File: src/design/tpq_pkg.sv
// Shared types and constants of the touch pressure pen qualifier.
`default_nettype none
package tpq_pkg;

   // Converter reading and pressure widths
   localparam int SAMPLE_W   = 12;
   localparam int PRESSURE_W = 16;
   // x * (z2 - z1) needs both operand widths
   localparam int PROD_W     = 2 * SAMPLE_W;

   localparam logic [PRESSURE_W-1:0] LIMIT_RESET = 16'd15000;
   localparam int RELEASE_HOLD_DEFAULT = 2;

   // Stream payload widths, padded to whole bytes
   localparam int REQ_FIELDS_W = 1 + 4 * SAMPLE_W;
   localparam int REQ_DATA_W   = ((REQ_FIELDS_W + 7) / 8) * 8;
   localparam int RSP_FIELDS_W = 1 + 2 * SAMPLE_W + PRESSURE_W + 3;
   localparam int RSP_DATA_W   = ((RSP_FIELDS_W + 7) / 8) * 8;
   localparam int ACTION_W     = 2;

   typedef enum logic [ACTION_W-1:0] {
      ACT_SAMPLE  = 2'd0,
      ACT_SUSPEND = 2'd1,
      ACT_RESUME  = 2'd2
   } action_type;

   typedef enum logic [1:0] {
      ST_IDLE,
      ST_MULT,
      ST_DIV,
      ST_DONE
   } state_type;

   typedef struct packed {
      logic capture;
      logic div_start;
      logic commit;
   } cmd_type;

   typedef struct packed {
      logic need_div;
      logic div_busy;
      logic out_free;
   } status_type;

endpackage
`default_nettype wire

File: src/design/touch_pressure_pen_qualifier_unit.sv
// Top level of the touch pressure pen qualifier.
//
// Qualifies resistive touch panel events one transaction at a time. A sample
// event with the pen down computes pressure = x*(z2-z1)/z1 at full 24-bit
// width and drops the sample when x, y or z1 is zero, when z2 < z1, or when
// the pressure reaches the limit register; an accepted sample is stored and
// reported. After pen lift the release report (pressure 0, touch still set)
// waits RELEASE_HOLD_TICKS further timer events. Suspend forces a release and
// silences reports until resume. Every input transaction yields exactly one
// result transaction. A sample with the pen down and plausible readings passes
// through the accepting state, the multiply state, the divide state, in which
// the restoring divider produces its 24 quotient bits at one per cycle and is
// then seen to finish, and the commit state, which waits for a free output
// register. All other events go from the multiply state straight to the commit
// state. A result waits in the output register while the next transaction is
// taken in; a stalled result only holds back the commit of the following one.
`default_nettype none
module touch_pressure_pen_qualifier_unit #(
   parameter int RELEASE_HOLD_TICKS = tpq_pkg::RELEASE_HOLD_DEFAULT
) (
   input  wire logic                            clock,
   input  wire logic                            reset,
   // request: tdata = pen_touching, x_sample, y_sample, z1_sample, z2_sample
   input  wire logic                            req_tvalid,
   output logic                                 req_tready,
   input  wire logic [tpq_pkg::REQ_DATA_W-1:0]  req_tdata,
   // request: tuser = action
   input  wire logic [tpq_pkg::ACTION_W-1:0]    req_tuser,
   // response: tdata = report_valid, report_x, report_y, report_pressure,
   // touch_flag, arm_release_timer, enable_pen_irq
   output logic                                 rsp_tvalid,
   input  wire logic                            rsp_tready,
   output logic      [tpq_pkg::RSP_DATA_W-1:0]  rsp_tdata,
   // pressure limit register write
   input  wire logic                            csr_wr_en,
   input  wire logic [tpq_pkg::PRESSURE_W-1:0]  csr_wr_data
);

   localparam int SW = tpq_pkg::SAMPLE_W;
   localparam int PW = tpq_pkg::PRESSURE_W;
   // result field positions
   localparam int TOUCH_BIT = 2 * SW + PW + 1;

   tpq_pkg::cmd_type    cmd;
   tpq_pkg::status_type status;

   // Sequence each transaction through capture, divide and commit
   tpq_ctrl u_ctrl (
      .clock      (clock),
      .reset      (reset),
      .req_tvalid (req_tvalid),
      .req_tready (req_tready),
      .status     (status),
      .cmd        (cmd)
   );

   // Hold the limit, the pen state and the result register
   tpq_datapath #(
      .RELEASE_HOLD_TICKS (RELEASE_HOLD_TICKS)
   ) u_dp (
      .clock       (clock),
      .reset       (reset),
      .cmd         (cmd),
      .status      (status),
      .req_tdata   (req_tdata),
      .req_tuser   (req_tuser),
      .csr_wr_en   (csr_wr_en),
      .csr_wr_data (csr_wr_data),
      .rsp_tvalid  (rsp_tvalid),
      .rsp_tready  (rsp_tready),
      .rsp_tdata   (rsp_tdata)
   );

   // One transaction in flight: input closes right after an acceptance
   a_single_flight: assert property (@(posedge clock) disable iff (reset)
      req_tvalid && req_tready |=> !req_tready)
      else $error("request taken while a transaction is in flight");

   // Every emitted report carries the touch flag
   a_report_touch: assert property (@(posedge clock) disable iff (reset)
      rsp_tvalid && rsp_tdata[0] |-> rsp_tdata[TOUCH_BIT])
      else $error("report without touch flag");

   // Without a report the position and pressure fields are cleared
   a_quiet_fields: assert property (@(posedge clock) disable iff (reset)
      rsp_tvalid && !rsp_tdata[0] |-> (rsp_tdata[TOUCH_BIT:1] == '0))
      else $error("report fields set on a silent result");

   // A commit only happens with the output register free
   a_commit_free: assert property (@(posedge clock) disable iff (reset)
      cmd.commit |-> status.out_free)
      else $error("result committed over a pending result");

endmodule
`default_nettype wire

File: src/design/tpq_divider.sv
// Restoring divider, one quotient bit per cycle.
`default_nettype none
module tpq_divider #(
   parameter int NUM_W = tpq_pkg::PROD_W,
   parameter int DEN_W = tpq_pkg::SAMPLE_W
) (
   input  wire logic             clock,
   input  wire logic             reset,
   input  wire logic             start,
   input  wire logic [NUM_W-1:0] numer,
   input  wire logic [DEN_W-1:0] denom,
   output logic                  busy,
   output logic      [NUM_W-1:0] quotient
);

   localparam int CNT_W = $clog2(NUM_W);

   logic             run_ff, run_in;
   logic [CNT_W-1:0] count_ff, count_in;
   logic [NUM_W-1:0] quo_ff, quo_in;
   logic [DEN_W-1:0] rem_ff, rem_in;
   logic [DEN_W-1:0] den_ff, den_in;
   logic [DEN_W:0]   shifted;
   logic             fits;

   assign shifted = {rem_ff, quo_ff[NUM_W-1]};
   assign fits    = shifted >= {1'b0, den_ff};

   always_comb begin
      run_in   = run_ff;
      count_in = count_ff;
      quo_in   = quo_ff;
      rem_in   = rem_ff;
      den_in   = den_ff;
      if (start) begin
         run_in   = 1'b1;
         count_in = '0;
         quo_in   = numer;
         rem_in   = '0;
         den_in   = denom;
      end else if (run_ff) begin
         // shift the next dividend bit in, subtract where the divisor fits
         quo_in   = {quo_ff[NUM_W-2:0], fits};
         rem_in   = fits ? DEN_W'(shifted - {1'b0, den_ff}) : shifted[DEN_W-1:0];
         count_in = count_ff + CNT_W'(1);
         if (count_ff == CNT_W'(NUM_W - 1)) begin
            run_in = 1'b0;
         end
      end
   end

   always_ff @(posedge clock) begin
      if (reset) begin
         run_ff   <= 1'b0;
         count_ff <= '0;
      end else begin
         run_ff   <= run_in;
         count_ff <= count_in;
      end
      quo_ff <= quo_in;
      rem_ff <= rem_in;
      den_ff <= den_in;
   end

   assign busy     = run_ff;
   assign quotient = quo_ff;

endmodule
`default_nettype wire

File: src/design/tpq_datapath.sv
// Datapath: input capture, pressure arithmetic, pen state and result register.
`default_nettype none
module tpq_datapath #(
   parameter int RELEASE_HOLD_TICKS = tpq_pkg::RELEASE_HOLD_DEFAULT
) (
   input  wire logic                            clock,
   input  wire logic                            reset,
   input  wire tpq_pkg::cmd_type                cmd,
   output tpq_pkg::status_type                  status,
   input  wire logic [tpq_pkg::REQ_DATA_W-1:0]  req_tdata,
   input  wire logic [tpq_pkg::ACTION_W-1:0]    req_tuser,
   input  wire logic                            csr_wr_en,
   input  wire logic [tpq_pkg::PRESSURE_W-1:0]  csr_wr_data,
   output logic                                 rsp_tvalid,
   input  wire logic                            rsp_tready,
   output logic      [tpq_pkg::RSP_DATA_W-1:0]  rsp_tdata
);

   localparam int SW    = tpq_pkg::SAMPLE_W;
   localparam int PW    = tpq_pkg::PRESSURE_W;
   localparam int QW    = tpq_pkg::PROD_W;
   localparam int PEN_W = $clog2(RELEASE_HOLD_TICKS + 2);

   // captured transaction
   tpq_pkg::action_type act_ff;
   logic          touch_ff;
   logic [SW-1:0] x_ff, y_ff, z1_ff, z2_ff;

   // persistent state
   logic [PW-1:0]    limit_ff;
   logic [PEN_W-1:0] pen_ff, pen_in;
   logic [SW-1:0]    lx_ff, lx_in, ly_ff, ly_in;
   logic [PW-1:0]    lp_ff, lp_in;
   logic             susp_ff, susp_in;

   // result register
   logic                          rsp_valid_ff;
   logic [tpq_pkg::RSP_DATA_W-1:0] rsp_data_ff, rsp_data_in;

   logic          pre_ok;
   logic [QW-1:0] product, quotient;
   logic          div_busy;
   logic          o_report, o_arm, o_irq;
   logic [SW-1:0] o_x, o_y;
   logic [PW-1:0] o_p;

   always_ff @(posedge clock) begin
      if (cmd.capture) begin
         act_ff   <= tpq_pkg::action_type'(req_tuser);
         touch_ff <= req_tdata[0];
         x_ff     <= req_tdata[SW:1];
         y_ff     <= req_tdata[2*SW:SW+1];
         z1_ff    <= req_tdata[3*SW:2*SW+1];
         z2_ff    <= req_tdata[4*SW:3*SW+1];
      end
   end

   assign pre_ok  = (x_ff != '0) && (y_ff != '0) && (z1_ff != '0) && (z2_ff >= z1_ff);
   assign product = QW'(x_ff) * QW'(SW'(z2_ff - z1_ff));

   tpq_divider #(
      .NUM_W (QW),
      .DEN_W (SW)
   ) u_div (
      .clock    (clock),
      .reset    (reset),
      .start    (cmd.div_start),
      .numer    (product),
      .denom    (z1_ff),
      .busy     (div_busy),
      .quotient (quotient)
   );

   always_comb begin
      pen_in   = pen_ff;
      lx_in    = lx_ff;
      ly_in    = ly_ff;
      lp_in    = lp_ff;
      susp_in  = susp_ff;
      o_report = 1'b0;
      o_arm    = 1'b0;
      o_irq    = 1'b0;
      case (act_ff)
         tpq_pkg::ACT_SAMPLE: begin
            if (touch_ff) begin
               o_arm = 1'b1;
               if (pre_ok && (quotient < QW'(limit_ff))) begin
                  lx_in    = x_ff;
                  ly_in    = y_ff;
                  lp_in    = quotient[PW-1:0];
                  pen_in   = PEN_W'(1);
                  o_report = !susp_ff;
               end else begin
                  lp_in = '0;
               end
            end else if ((pen_ff != '0) && (pen_ff <= PEN_W'(RELEASE_HOLD_TICKS))) begin
               pen_in = pen_ff + PEN_W'(1);
               o_arm  = 1'b1;
            end else begin
               if (pen_ff != '0) begin
                  lp_in    = '0;
                  o_report = !susp_ff;
               end
               o_irq  = 1'b1;
               pen_in = '0;
            end
         end
         tpq_pkg::ACT_SUSPEND: begin
            if (pen_ff != '0) begin
               lp_in    = '0;
               o_report = !susp_ff;
               pen_in   = '0;
            end
            susp_in = 1'b1;
         end
         tpq_pkg::ACT_RESUME: begin
            o_irq   = 1'b1;
            susp_in = 1'b0;
         end
         default: begin
         end
      endcase
      o_x = o_report ? lx_in : '0;
      o_y = o_report ? ly_in : '0;
      o_p = o_report ? lp_in : '0;
      rsp_data_in = tpq_pkg::RSP_DATA_W'({o_irq, o_arm, o_report, o_p, o_y, o_x, o_report});
   end

   always_ff @(posedge clock) begin
      if (reset) begin
         limit_ff     <= tpq_pkg::LIMIT_RESET;
         pen_ff       <= '0;
         lx_ff        <= '0;
         ly_ff        <= '0;
         lp_ff        <= '0;
         susp_ff      <= 1'b0;
         rsp_valid_ff <= 1'b0;
      end else begin
         if (csr_wr_en) begin
            limit_ff <= csr_wr_data;
         end
         if (cmd.commit) begin
            pen_ff       <= pen_in;
            lx_ff        <= lx_in;
            ly_ff        <= ly_in;
            lp_ff        <= lp_in;
            susp_ff      <= susp_in;
            rsp_valid_ff <= 1'b1;
         end else if (rsp_tready) begin
            rsp_valid_ff <= 1'b0;
         end
      end
      if (cmd.commit) begin
         rsp_data_ff <= rsp_data_in;
      end
   end

   assign status.need_div = (act_ff == tpq_pkg::ACT_SAMPLE) && touch_ff && pre_ok;
   assign status.div_busy = div_busy;
   assign status.out_free = !rsp_valid_ff || rsp_tready;

   assign rsp_tvalid = rsp_valid_ff;
   assign rsp_tdata  = rsp_data_ff;

endmodule
`default_nettype wire

File: src/design/tpq_ctrl.sv
// Controller state machine sequencing capture, divide and commit.
`default_nettype none
module tpq_ctrl (
   input  wire logic                clock,
   input  wire logic                reset,
   input  wire logic                req_tvalid,
   output logic                     req_tready,
   input  wire tpq_pkg::status_type status,
   output tpq_pkg::cmd_type         cmd
);

   tpq_pkg::state_type state_ff, state_in;

   always_ff @(posedge clock) begin
      if (reset) begin
         state_ff <= tpq_pkg::ST_IDLE;
      end else begin
         state_ff <= state_in;
      end
   end

   always_comb begin
      state_in   = state_ff;
      cmd        = '0;
      req_tready = 1'b0;
      case (state_ff)
         tpq_pkg::ST_IDLE: begin
            req_tready = 1'b1;
            if (req_tvalid) begin
               cmd.capture = 1'b1;
               state_in    = tpq_pkg::ST_MULT;
            end
         end
         tpq_pkg::ST_MULT: begin
            // load the product into the divider only for a plausible sample
            if (status.need_div) begin
               cmd.div_start = 1'b1;
               state_in      = tpq_pkg::ST_DIV;
            end else begin
               state_in = tpq_pkg::ST_DONE;
            end
         end
         tpq_pkg::ST_DIV: begin
            if (!status.div_busy) begin
               state_in = tpq_pkg::ST_DONE;
            end
         end
         tpq_pkg::ST_DONE: begin
            if (status.out_free) begin
               cmd.commit = 1'b1;
               state_in   = tpq_pkg::ST_IDLE;
            end
         end
         default: begin
            state_in = tpq_pkg::ST_IDLE;
         end
      endcase
   end

endmodule
`default_nettype wire
File: config.mk
export PLATFORM = sky130hd
export DESIGN_NAME = touch_pressure_pen_qualifier_unit
export DESIGN_NICKNAME = d
export VERILOG_FILES = /design/src/design/tpq_pkg.sv /design/src/design/touch_pressure_pen_qualifier_unit.sv /design/src/design/tpq_divider.sv /design/src/design/tpq_datapath.sv /design/src/design/tpq_ctrl.sv
export SDC_FILE = /design/constraint.sdc
export NUM_CORES = 1
export LEC_CHECK = 0
export BUFFER_PORTS_ARGS = -buffer_cell sky130_fd_sc_hd__buf_2
export CAP_MARGIN = 20
export CORE_MARGIN = 4
export CORE_UTILIZATION = 66
export DETAILED_ROUTE_END_ITERATION = 10
export GPL_ROUTABILITY_DRIVEN = 1
export PLACE_DENSITY = 0.87
export SLEW_MARGIN = 10
export SYNTH_ARGS = -nofsm -noshare
export SYNTH_HDL_FRONTEND = slang
export SYNTH_SLANG_ARGS = --single-unit
File: constraint.sdc
create_clock -name clock -period 16.5 [get_ports clock]
set_input_delay 1.65 -clock clock [delete_from_list [all_inputs] [get_ports clock]]
set_output_delay 1.65 -clock clock [all_outputs]
set_load 0.02 [all_outputs]
* Word level (Yosys, flattened, before mapping)
Cells that the tools add are included.
** Storage, ports and cells
- Input bits :: 79
- Flip-flop bits (word level) :: 211
** Cells by class
- Reduce and logical (&&, ||, !) cells :: 24
- Add/sub/neg operators :: 4
- Equal/unequal tests :: 11
- Order comparisons :: 4
- $mul :: 1
- Mux-type cells :: 47
** Operators by type and width (number)
- $mux 12 :: 7
- $mux 16 :: 4
- $mux 24 :: 2
- $reduce_bool 12->1 :: 3
- $pmux 16 s2 :: 1
- $lt 24x16->1 :: 1
- $mul 12x12->24 :: 1
- $sub 12x12->12 :: 2
- $mux 1 :: 21
- $mux 2 :: 7
- $ge 13x12->1 :: 1
- $ge 12x12->1 :: 1
- $reduce_bool 2->1 :: 5
- $pmux 2 s4 :: 1
- $logic_and 1x1->1 :: 7
- $eq 2x2->1 const B :: 3
- $ne 2x2->1 const B :: 3
- $pmux 1 s2 :: 3
- $add 5x1->5 const B :: 1
- $eq 5x5->1 const B :: 1
- $eq 2x1->1 const B :: 2
- $logic_not 2->1 :: 2
- $pmux 2 s2 :: 1
- $reduce_and 4->1 :: 1
- 9 further kinds :: 10

* Depth between registers and ports, before layout
- Depth after elaboration :: 8
- Gate-level depth with buffers :: 31
- Depth with buffers taken out :: 29

* By module
From an unflattened synthesis, not the netlist that was laid out.
** Unflattened totals
- Cells, all modules :: 1547
- Area, all modules :: 15290.9 um^2
** By module, submodules not included
- tpq_datapath :: area an instance 12303.0 um^2, cells each 1287, instances 1
- tpq_divider :: area an instance 2787.7 um^2, cells each 238, instances 1
- tpq_ctrl :: area an instance 200.2 um^2, cells each 22, instances 1

* Least setup slack after synthesis
OpenSTA, ideal clock, no wires.
- Path kind :: flip-flop to flip-flop
- Start point :: register u_dp.z2_ff[1]
- End point :: register u_dp.u_div.quo_ff[22] (netlist: u_dp.u_div.quotient[22]), data pin
- Required time :: 16.331 ns
- Clock period less this slack :: 6.646 ns
- Arrival time :: 6.477 ns
- Stages on the path, launching flop included :: 25
- Setup time :: 0.169 ns
- Slack :: 9.854 ns
- Cells stage by stage :: edfxtp_1 -> ha_1 -> nor2b_1 -> o21a_1 -> o21ai_1 -> a21o_1 -> a211oi_1 -> nor2_1 -> clkbuf_1 -> o311ai_0 -> fa_1 -> fa_1 -> fa_1 -> fa_1 -> inv_1 -> fa_1 -> inv_1 -> ha_1 -> clkbuf_1 -> and4_1 -> o2111ai_1 -> a21boi_0 -> o211ai_1 -> and3_1 -> o31ai_1
** On the way
- Cells in the longest elaborated chain, start to end :: 6
** RTL lines
- start: declaration :: RTL line tpq_datapath.sv:27 : logic [SW-1:0] x_ff, y_ff, z1_ff, z2_ff;
- start signal: assignment :: RTL line tpq_datapath.sv:54 : z2_ff <= req_tdata[4*SW:3*SW+1];
- parallel branches: the longest is 5 deep, another holds $mul 12x12->24
- $mux 24 * :: RTL line tpq_divider.sv:35 : if (start) begin
- via u_dp.u_div.quo_in[22] :: RTL line tpq_divider.sv:20 : logic [NUM_W-1:0] quo_ff, quo_in;
- end signal: assignment :: RTL line tpq_divider.sv:60 : quo_ff <= quo_in;
- end: declaration :: RTL line tpq_divider.sv:20
Mark *: on every way through the listed nets, which the timed path passes.
A chain may end at the register's enable or synchronous reset.

* Worst setup path in the final report
- Start point :: register u_dp.z1_ff[10]
- End point :: register u_dp.u_div.quo_ff[23] (netlist: u_dp.u_div.quotient[23]), data pin
** On the way
- Cells in the longest elaborated chain, start to end :: 7
** RTL lines
- start: declaration :: RTL line tpq_datapath.sv:27
- start signal: assignment :: RTL line tpq_datapath.sv:53 : z1_ff <= req_tdata[3*SW:2*SW+1];
- parallel branches: the longest is 6 deep, another holds $mul 12x12->24
- $mux 24 * :: RTL line tpq_divider.sv:35
- via u_dp.u_div.quo_in[23] :: RTL line tpq_divider.sv:20
Marks and branches as above.

==> metrics.md <==
| Metric | Value |
|---|---|
| Drt pass-1 iters | `6` |
| Initial antenna violation count | `0` |
| DR vias/cell | `6.216` |
| Setup TNS | `0 ns` |
| Yosys warnings | `0` |
| Max transition margin | `0.2587` |
| Vias in the first global route | `12150` |
| Initial Util | `0.6688` |
| FP Rows | `55` |
| Vias | `12030` |
| First-pass GRT wire length | `58.95 mm` |
| Final Max Slew Viols | `0` |
| Hold violation count in the final report | `0` |
| Max Cap Viol | `0` |
| Crit path capture type | `flip-flop` |
| Layout filler cell count | `1491` |
| # hold bufs at CTS | `0` |
| Most common cell after layout, fill and taps aside | `inv_1` |
| CP arrival | `8.25 ns` |
| I/O pins | `129` |
| Top cells by area, synth | `edfxtp_1 (26%), fa_1 (14%), dfxtp_1 (11%)` |
| Worst Path Max Fanout | `18` |
| Hpwl dp | `25.09 mm` |
| Synth Register Bits | `210` |
| Sequential cell area | `5505 um^2` |
| Post-synth top area cell | `edfxtp_1` |
| Min-delay worst type | `reg -> reg` |
| DR WL/cell | `18.43 um` |
| DRC | `0` |
| Startpoint type of the worst setup path | `flip-flop` |
| Hold path endpoint | `u_dp.lp_ff[9]` |
| Clock period minus final worst setup slack | `7.997 ns` |
| Number of synthesized flops with an enable pin | `130` |
| CTS root buf | `clkbuf_16` |
| Final GP Congestion | `0.9227` |
| Placed Instance Area | `15710 um^2` |
| CTS buffer count | `23` |
| Share of layout cells above drive strength 1 | `0.1127` |
| Post-CTS Setup Bufs | `0` |
| Cells after Synth | `1580` |
| Grt total ovfl | `0` |
| Worst Hold Launch | `u_dp.lp_ff[9]` |
| Worst-Margin Slew | `1.104 ns` |
| Worst-Skew Late Latency | `0.54 ns` |
| Top-area cell type share of the netlist area | `0.2586` |
| Slack of the worst reg-to-reg path | `8.50 ns` |
| Antenna Cells | `0` |
| Distinct cells, synth | `71` |
| Unrepaired setup endpoints after global routing | `false` |
| DIE WIDTH | `159.2 um` |
| Final WL | `35.69 mm` |
| Depth of the most critical reg-to-reg path | `24` |
| Largest net degree at the start of global routing | `63` |
| Post-route ant nets | `0` |
| Share of the clock period used by the worst path after layout | `0.4847` |
| Layout area overhead | `9.381%` |
| Critical path class | `reg -> reg` |
| DIE AREA | `25360 um^2` |
| Footprint of the multi-input gates | `8418 um^2` |
| Core area | `22570 um^2` |
| GRT Total Usage | `0.2774` |
| R2r startpoint | `u_dp.z1_ff[10]` |
| Final Cell Area | `16510 um^2` |
| Max clock buf depth | `3` |
| Sink Count | `210` |
| Ys flop type | `edfxtp_1` |
| Hold path cells | `1` |
| # setup viols final | `0` |
| Die Y-Extent | `159.2 um` |
| IO Port Bufs | `117` |
| Reg clk slew, reported paths | `0.06 ns` |
| CP required | `16.75 ns` |
| Cell area after synthesis | `15100 um^2` |
| FMAX | `125.0 MHz` |
| Htree depth | `1` |
| Status | `completed` |
| Asr flop ratio synth | `0` |
| CTS tree | `built` |
| PostCTS Resize Cnt | `0` |
| Final #Nets | `1926` |
| First DRT Iteration DRCs | `1106` |
| Sequential share of the synthesized area | `0.3647` |
| Commonest non-fill, non-tap cells in the layout | `inv_1 (198), nand2_1 (186), edfxtp_1 (130)` |
| Clock Skew | `0.02082 ns` |
| Syn_area_per_cell | `9.555 um^2` |
| R2r endpoint | `u_dp.u_div.quotient[23]` |
-- area by class of cell --
class	count	share of cell area
clock buffers	26	0.03735
well taps	285	0.02159
repair buffers	131	0.04205
flip-flops and latches	210	0.3334
inverters	202	0.04592
clock inverters	16	0.009926
multi-input cells	1066	0.5098
-- state kept, by name, summed over array words and instances (netlist names), 12 cells and up --
signal and count:
u_dp.rsp_tdata 43, u_dp.u_div.quotient 24, u_dp.limit_ff 16, u_dp.lp_ff 16
u_dp.lx_ff 12, u_dp.ly_ff 12, u_dp.u_div.den_ff 12, u_dp.u_div.rem_ff 12
u_dp.x_ff 12, u_dp.y_ff 12, u_dp.z1_ff 12, u_dp.z2_ff 12
-- through the flow --
step | worst slack (ns) | utilization | hold WS [ns] | cells
6_report | 8.503 | 0.7316 | 0.4676 | 1936
5_1_grt | 8.005 | 0.7316 | 0.4823 | 1936
4_1_cts | 8.631 | 0.7308 | 0.4677 | 1935
3_5_place_dp | 8.688 | 0.6962 | 0.4539 | 1893
3_3_place_gp | 8.855 | 0.6962 | 0.4479 | 1893
2_1_floorplan | 9.854 | - | 0.4422 | 1583
-- critical path: stages, from the launching register on --
cell and delay, ns:
edfxtp_1 0.38, inv_1 0.10, ha_1 0.65, clkinv_1 0.59, and3_1 0.33, a2111oi_0 0.39, o211ai_1 0.48, and2_1 0.35
fa_1 0.51, inv_1 0.06, fa_1 0.53, inv_1 0.05, fa_1 0.50, fa_1 0.54, inv_1 0.05, fa_1 0.53
inv_1 0.04, ha_1 0.38, a21oi_1 0.16, o21ai_0 0.15, a22oi_1 0.27, nand3_1 0.14, a31oi_1 0.25, xnor2_1 0.16
o21ai_0 0.10
-- cell usage after synthesis, drive strengths merged (4+ instances only) --
library cell and count:
nor2b 9, or3 6, clkbuf 68, nor2 74
a21oi 88, ha 111, nand4 6, o31ai 6
a211oi 6, dfxtp 80, o211ai 28, and3 35
mux2i 42, a2111oi 4, and2 35, xnor2 17
and4 4, nand2b 16, o2111ai 5, nand3 71
nor3 27, buf 37, o311ai 9, inv 201
xor2 12, nand3b 5, edfxtp 130, a31oi 19
a32o 16, fa 102, nand2 186, o21a 9
nor4 14, o21ai 53, a21o 10, o311a 5
-- routing by layer --
layer / GRT usage / vias to the layer above / share of wire
met5: 0 / - / 0
met4: 0.1148 / 0 / 0.048
met3: 0.05151 / 133 / 0.081
met2: 0.4654 / 574 / 0.48
met1: 0.3579 / 5794 / 0.39
li1: - / 5533 / -
-- how the worst max path moves through the flow --
stage          cells past startpoint                       to  slack (ns)           start
5_1_grt                           24  u_dp.u_div.quotient[23]        8.01  u_dp.z1_ff[10]
4_1_cts                           24  u_dp.u_div.quotient[23]        8.63  u_dp.z1_ff[10]
3_3_place_gp                      23  u_dp.u_div.quotient[22]        8.86  u_dp.z1_ff[10]
2_1_floorplan                     24  u_dp.u_div.quotient[22]        9.85   u_dp.z2_ff[1]
6_report                          24  u_dp.u_div.quotient[23]        8.50  u_dp.z1_ff[10]
3_5_place_dp                      23  u_dp.u_div.quotient[22]        8.69  u_dp.z1_ff[10]
-- cell families after synthesis --
family / after synthesis / share of synthesized area
flops: 210 / 0.3647
xor+xnor: 29 / 0.01682
other cells: 1 / 0.0002484
fa+ha+maj: 213 / 0.2273
buf+inv: 307 / 0.08047
compound gates: 282 / 0.1251
simple gates: 496 / 0.1576
mux: 42 / 0.02785
Power is not shown: default switching activity piles up to over one toggle a cycle in this logic, so the estimate is an artifact.
